$ cat src/rtl/core/hpsd_pkg.sv
// shared types, constants and control structs for the hausdorff distance block
`timescale 1ns / 1ps

package hpsd_pkg;

    // default sizing of the point stores
    localparam int DEF_MAX_POINTS = 256;
    localparam int DEF_MAX_DIMS   = 8;

    // fixed field widths
    localparam int COORD_W    = 16;
    localparam int DIM_W      = 4;
    localparam int SQ_W       = 35;
    localparam int ROOT_W     = 18;
    localparam int ROOT_STEPS = ROOT_W;
    localparam int RAD_W      = 2 * ROOT_STEPS;
    localparam int REM_W      = ROOT_W + 3;

    localparam logic [DIM_W-1:0] DIM_RESET = 4'd2;

    // input word
    typedef struct packed {
        logic signed [COORD_W-1:0] x_coord;
        logic signed [COORD_W-1:0] y_coord;
        logic                      last_element;
    } in_word_t;

    // output word
    typedef struct packed {
        logic [ROOT_W-1:0] distance;
        logic [SQ_W-1:0]   squared_distance;
        logic              overflowed;
    } out_word_t;

    // controller states
    typedef enum logic [3:0] {
        ST_LOAD,
        ST_DIV,
        ST_SETUP,
        ST_READ,
        ST_SQUARE,
        ST_ACCUM,
        ST_RINIT,
        ST_ROOT,
        ST_SEND
    } state_t;

    // commands from controller to datapath
    typedef struct packed {
        logic load;
        logic start;
        logic div_step;
        logic loop_init;
        logic rd;
        logic mul;
        logic acc;
        logic root_init;
        logic root_step;
    } cmd_t;

    // status from datapath to controller
    typedef struct packed {
        logic div_done;
        logic empty;
        logic k_last;
        logic j_last;
        logic i_last;
        logic dir_last;
        logic root_done;
    } status_t;

endpackage

$ cat src/rtl/core/hpsd_ctrl.sv
// controller state machine: load, divide, nearest-point search, square root, send
`timescale 1ns / 1ps

module hpsd_ctrl (
    input  logic             clk,
    input  logic             rst_n,
    input  logic             in_valid,
    input  logic             in_last,
    output logic             in_ready,
    output logic             out_valid,
    input  logic             out_ready,
    input  hpsd_pkg::status_t sts,
    output hpsd_pkg::cmd_t   cmd
);
    import hpsd_pkg::*;

    state_t state_reg;
    state_t state_next;

    // state register
    always_ff @(posedge clk or negedge rst_n)
    begin
        if (!rst_n)
        begin
            state_reg <= ST_LOAD;
        end
        else
        begin
            state_reg <= state_next;
        end
    end

    // next state and commands
    always_comb
    begin
        state_next = state_reg;
        cmd        = '0;
        in_ready   = 1'b0;
        out_valid  = 1'b0;
        unique case (state_reg)
            ST_LOAD:
            begin
                in_ready = 1'b1;
                if (in_valid)
                begin
                    cmd.load = 1'b1;
                    if (in_last)
                    begin
                        cmd.start  = 1'b1;
                        state_next = ST_DIV;
                    end
                end
            end
            ST_DIV:
            begin
                cmd.div_step = 1'b1;
                if (sts.div_done)
                begin
                    state_next = ST_SETUP;
                end
            end
            ST_SETUP:
            begin
                cmd.loop_init = 1'b1;
                state_next = sts.empty ? ST_RINIT : ST_READ;
            end
            ST_READ:
            begin
                cmd.rd     = 1'b1;
                state_next = ST_SQUARE;
            end
            ST_SQUARE:
            begin
                cmd.mul    = 1'b1;
                state_next = ST_ACCUM;
            end
            ST_ACCUM:
            begin
                cmd.acc = 1'b1;
                if (sts.k_last && sts.j_last && sts.i_last && sts.dir_last)
                begin
                    state_next = ST_RINIT;
                end
                else
                begin
                    state_next = ST_READ;
                end
            end
            ST_RINIT:
            begin
                cmd.root_init = 1'b1;
                state_next    = ST_ROOT;
            end
            ST_ROOT:
            begin
                cmd.root_step = 1'b1;
                if (sts.root_done)
                begin
                    state_next = ST_SEND;
                end
            end
            ST_SEND:
            begin
                out_valid = 1'b1;
                if (out_ready)
                begin
                    state_next = ST_LOAD;
                end
            end
            default:
            begin
                state_next = ST_LOAD;
            end
        endcase
    end

endmodule

$ cat config.mk
export PLATFORM = sky130hd
export DESIGN_NAME = hpsd_ctrl
export DESIGN_NICKNAME = d
export VERILOG_FILES = /design/src/rtl/core/hpsd_pkg.sv /design/src/rtl/core/hpsd_ctrl.sv
export SDC_FILE = /design/constraint.sdc
export NUM_CORES = 1
export LEC_CHECK = 0
export BUFFER_PORTS_ARGS = -buffer_cell sky130_fd_sc_hd__buf_2
export CAP_MARGIN = 20
export CORE_AREA = 2 2 39 41
export DETAILED_ROUTE_END_ITERATION = 7
export DIE_AREA = 0 0 41 43
export SLEW_MARGIN = 20
export SYNTH_ARGS = -nofsm -noshare
export SYNTH_HDL_FRONTEND = slang
export SYNTH_SLANG_ARGS = --single-unit
export TNS_END_PERCENT = 20
$ cat constraint.sdc
create_clock -name clk -period 1.4 [get_ports clk]
set_clock_uncertainty 0.15 [all_clocks]
set_input_delay 0.28 -clock clk [delete_from_list [all_inputs] [get_ports clk]]
set_output_delay 0.28 -clock clk [all_outputs]
set_load 0.02 [all_outputs]
After elaboration in Yosys (flattened, before gate mapping)
Index checks and enable logic that the tools add are counted.

Logic and storage cells: 39. Flip-flop bits (word level): 4. Input bits: 12. Output and inout bits: 11.

Eq/ne operators: 13. Multiplexer cells: 20. Reductions and logical operators: 5.

Operator list (count): $pmux 4 s9 (1); $mux 4 (5); $eq 4x3->1 const B (4); $mux 1 (10); $ne 2x2->1 const B (5); $eq 4x2->1 const B (2); $mux 3 (2); $reduce_and 5->1 (1); $eq 4x1->1 const B (1); $eq 4x4->1 const B (1); $logic_not 4->1 (1); $mux 2 (2); $logic_and 1x1->1 (3).

Depth between registers and ports, before layout
Depth in word-level cells: 5. Mapped depth: 4. Mapped depth without buffers: 3.

Worst setup path before layout
No wires, ideal clock.

Path type: register -> output. Start: register state_reg[0]. End: output port cmd[7] (netlist bit). Buffers on the path: 1. Stages on the path, launching flop included: 4. Slack: -447 ps. Data arrival time: 1417 ps. Data required time: 970 ps. Cells stage by stage: dfrtp_1 -> buf_2 -> nor4_2 -> and3_1.

RTL lines: start, declared (line hpsd_ctrl.sv:17) `state_t state_reg;`; start signal, assigned (line hpsd_ctrl.sv:29) `state_reg <= state_next;`; end, declared (line hpsd_ctrl.sv:13) `output hpsd_pkg::cmd_t cmd`.

==> metrics.cfg <==
[drt]
first_iter_violations=2
first_pass_iters=2
drc_errors=0
drt-total-wl_um=1040
ant_nets=0
via_per_inst=4.70
wire_per_inst_um=10.5
vias=465

[run_status]
violations=negative setup slack
status=finished, violations left

[setup_path]
end_kind=output port
start_kind=flop
crit-reg2reg-launch=state_reg[2]
cp_max_fo=4
rrSetupSlack_ps=20
rr_worst_depth=3
r2r_end=state_reg[0]
path_class=flop to output port
worstPathRequired_ps=970
worstPathArrival_ps=1300

[global_routing]
grt_use_total_pct=14.0
antenna_found_initial=0
grt_first_pass_wirelength_um=1650
grt_max_degree=8
first_global_vias=394
overflow=0

[logic_synthesis]
syn_nets=59
synth_seq_cells=4
synth_edf_count=0
syn_area_per_cell_um2=7.64
synth_area_um2=359
yosysSeqAreaShare_pct=27.9
yosysWarnings=0
netlist_instances=47
synth_cell_types=27
synthFlopType=dfrtp_1
async_flop_share_pct=100

[placement]
place_congestion=0.796
hpwlAfterDp_um=812
placed_cells=93
pre_cts_slack_ps=-128
port_buffers=22

[cts]
path_clk_slew_ps=40
clkLatencyLatePin_ps=240
numClockSinks=4
cts_tree=yes
clk_path_buf_depth=2
h-tree-depth=1
cts_inserted_buffers=3
cts_root_buf=clkbuf_4

[sta]
fin_crit_ps=1730
rsz0062_at_grt=true
hold_viol=0
slew_violations=0
fin_crit_sh_pct=123
tightest_slew_ps=225
worst_hold_slack_ps=73.1
slew_headroom_pct=84.9
setup_viol=11
layout_setup_ws_ps=-328
max_freq_ghz=0.579

[floorplan]
core_area_um2=1380
core.rowCount=14
die-area_um2=1760
die_h_um=43
die_w_um=41
io_pins=23
start_util_pct=25.9

[power_and_ir_drop]
ir_drop_mv=0.969
p_leak_nw=0.349
power_mw=1.58
cellPowerDensity_nw_per_um2=2350

[min_path]
hold_start=out_ready
hold-path-endpoint=state_reg[3]
hold_class=input port to flop
holdPathStages=2

[layout]
fin_nets=97
diodes=0
fin_cells=99
largest_reg_flops=4
syn_to_final_growth_pct=87.8
drive_above_1_share_pct=63.9

[flow_run]
maxCapViolations=0

layer usage:
metal	up-vias	track usage (%)	routed length, um	part of all wire, %
li1	239	-	-	-
met1	211	17.5	465	45
met2	15	20.9	518	50
met3	0	3.14	55	5.3
met4	0	8.00	0	0
met5	-	0	0	0
worst max path at each step:
stage	to	start
3_5_place_dp	cmd[7]	state_reg[1]
2_1_floorplan	cmd[7]	state_reg[1]
4_1_cts	cmd[7]	state_reg[0]
5_1_grt	out_valid	state_reg[1]
6_report	cmd[3]	state_reg[0]
3_3_place_gp	cmd[7]	state_reg[1]
cell families after synthesis:
family | after synthesis | share of synthesized area (%)
AOI/OAI and AO/OA | 12 | 25.8
buffers and inverters | 8 | 10.5
DFF | 4 | 27.9
muxes | 1 | 2.79
and+or+nand+nor | 22 | 33.1
stage by stage:
step           utilization [%]  instance area [um2]  setup TNS, ps
2_1_floorplan                -                  385          -1330
3_3_place_gp              41.7                  577           -592
3_5_place_dp              41.7                  577           -768
4_1_cts                   46.6                  644          -3180
5_1_grt                   48.7                  674          -3860
6_report                  48.7                  674          -2910
final cells by class:
type / count / area (um2)
flip-flops and latches: 4 / 104
repair buffers: 37 / 249
clock buffers: 3 / 22.5
multi-input cells: 35 / 264
fillers: 139 / 709
inverters: 4 / 15.0
well taps: 16 / 20.0
what timing repair did:
action,in CTS,in global routing
endpoints found under the hold margin,4,0
pin swaps,2,1
buffers inserted,1,1
hold buffers,1,0
gates resized for setup,10,7
setup endpoints to repair,13,14
worst max-delay path: stages (launching register included):
cell     delay (ps)
dfrtp_2         440
buf_4           150
buf_4           140
nor3_2          170
buf_4           160
layout by cell type, fill, tap and decap left out, drive strengths merged, types with 2 or more instances in the layout:
master / count
dfrtp: 4
buf: 36
nand2b: 2
inv: 4
nor3: 5
o21ai: 2
nor2: 3
clkbuf: 3
a21o: 2
a21oi: 2
nand2: 5
where the power goes:
part | switching (mW) | leakage, nW | internal, mW | total [mW]
logic | 0.557 | 0.289 | 0.592 | 1.15
registers | 0.106 | 0.0460 | 0.183 | 0.289
clock network | 0.0504 | 0.0138 | 0.0961 | 0.147
total | 0.714 | 0.349 | 0.871 | 1.58
synthesized netlist by cell type (all sizes together) (2+ instances only):
cell    instances  area [um2]
o21ai           2        10.0
dfrtp           4         100
inv             4        15.0
nand2           5        18.8
nand2b          2        12.5
buf             4        22.5
nor3            5        25.0
nor2            3        11.3
a21oi           2        10.0
a21o            2        15.0
(Power assumes the default switching activity.)
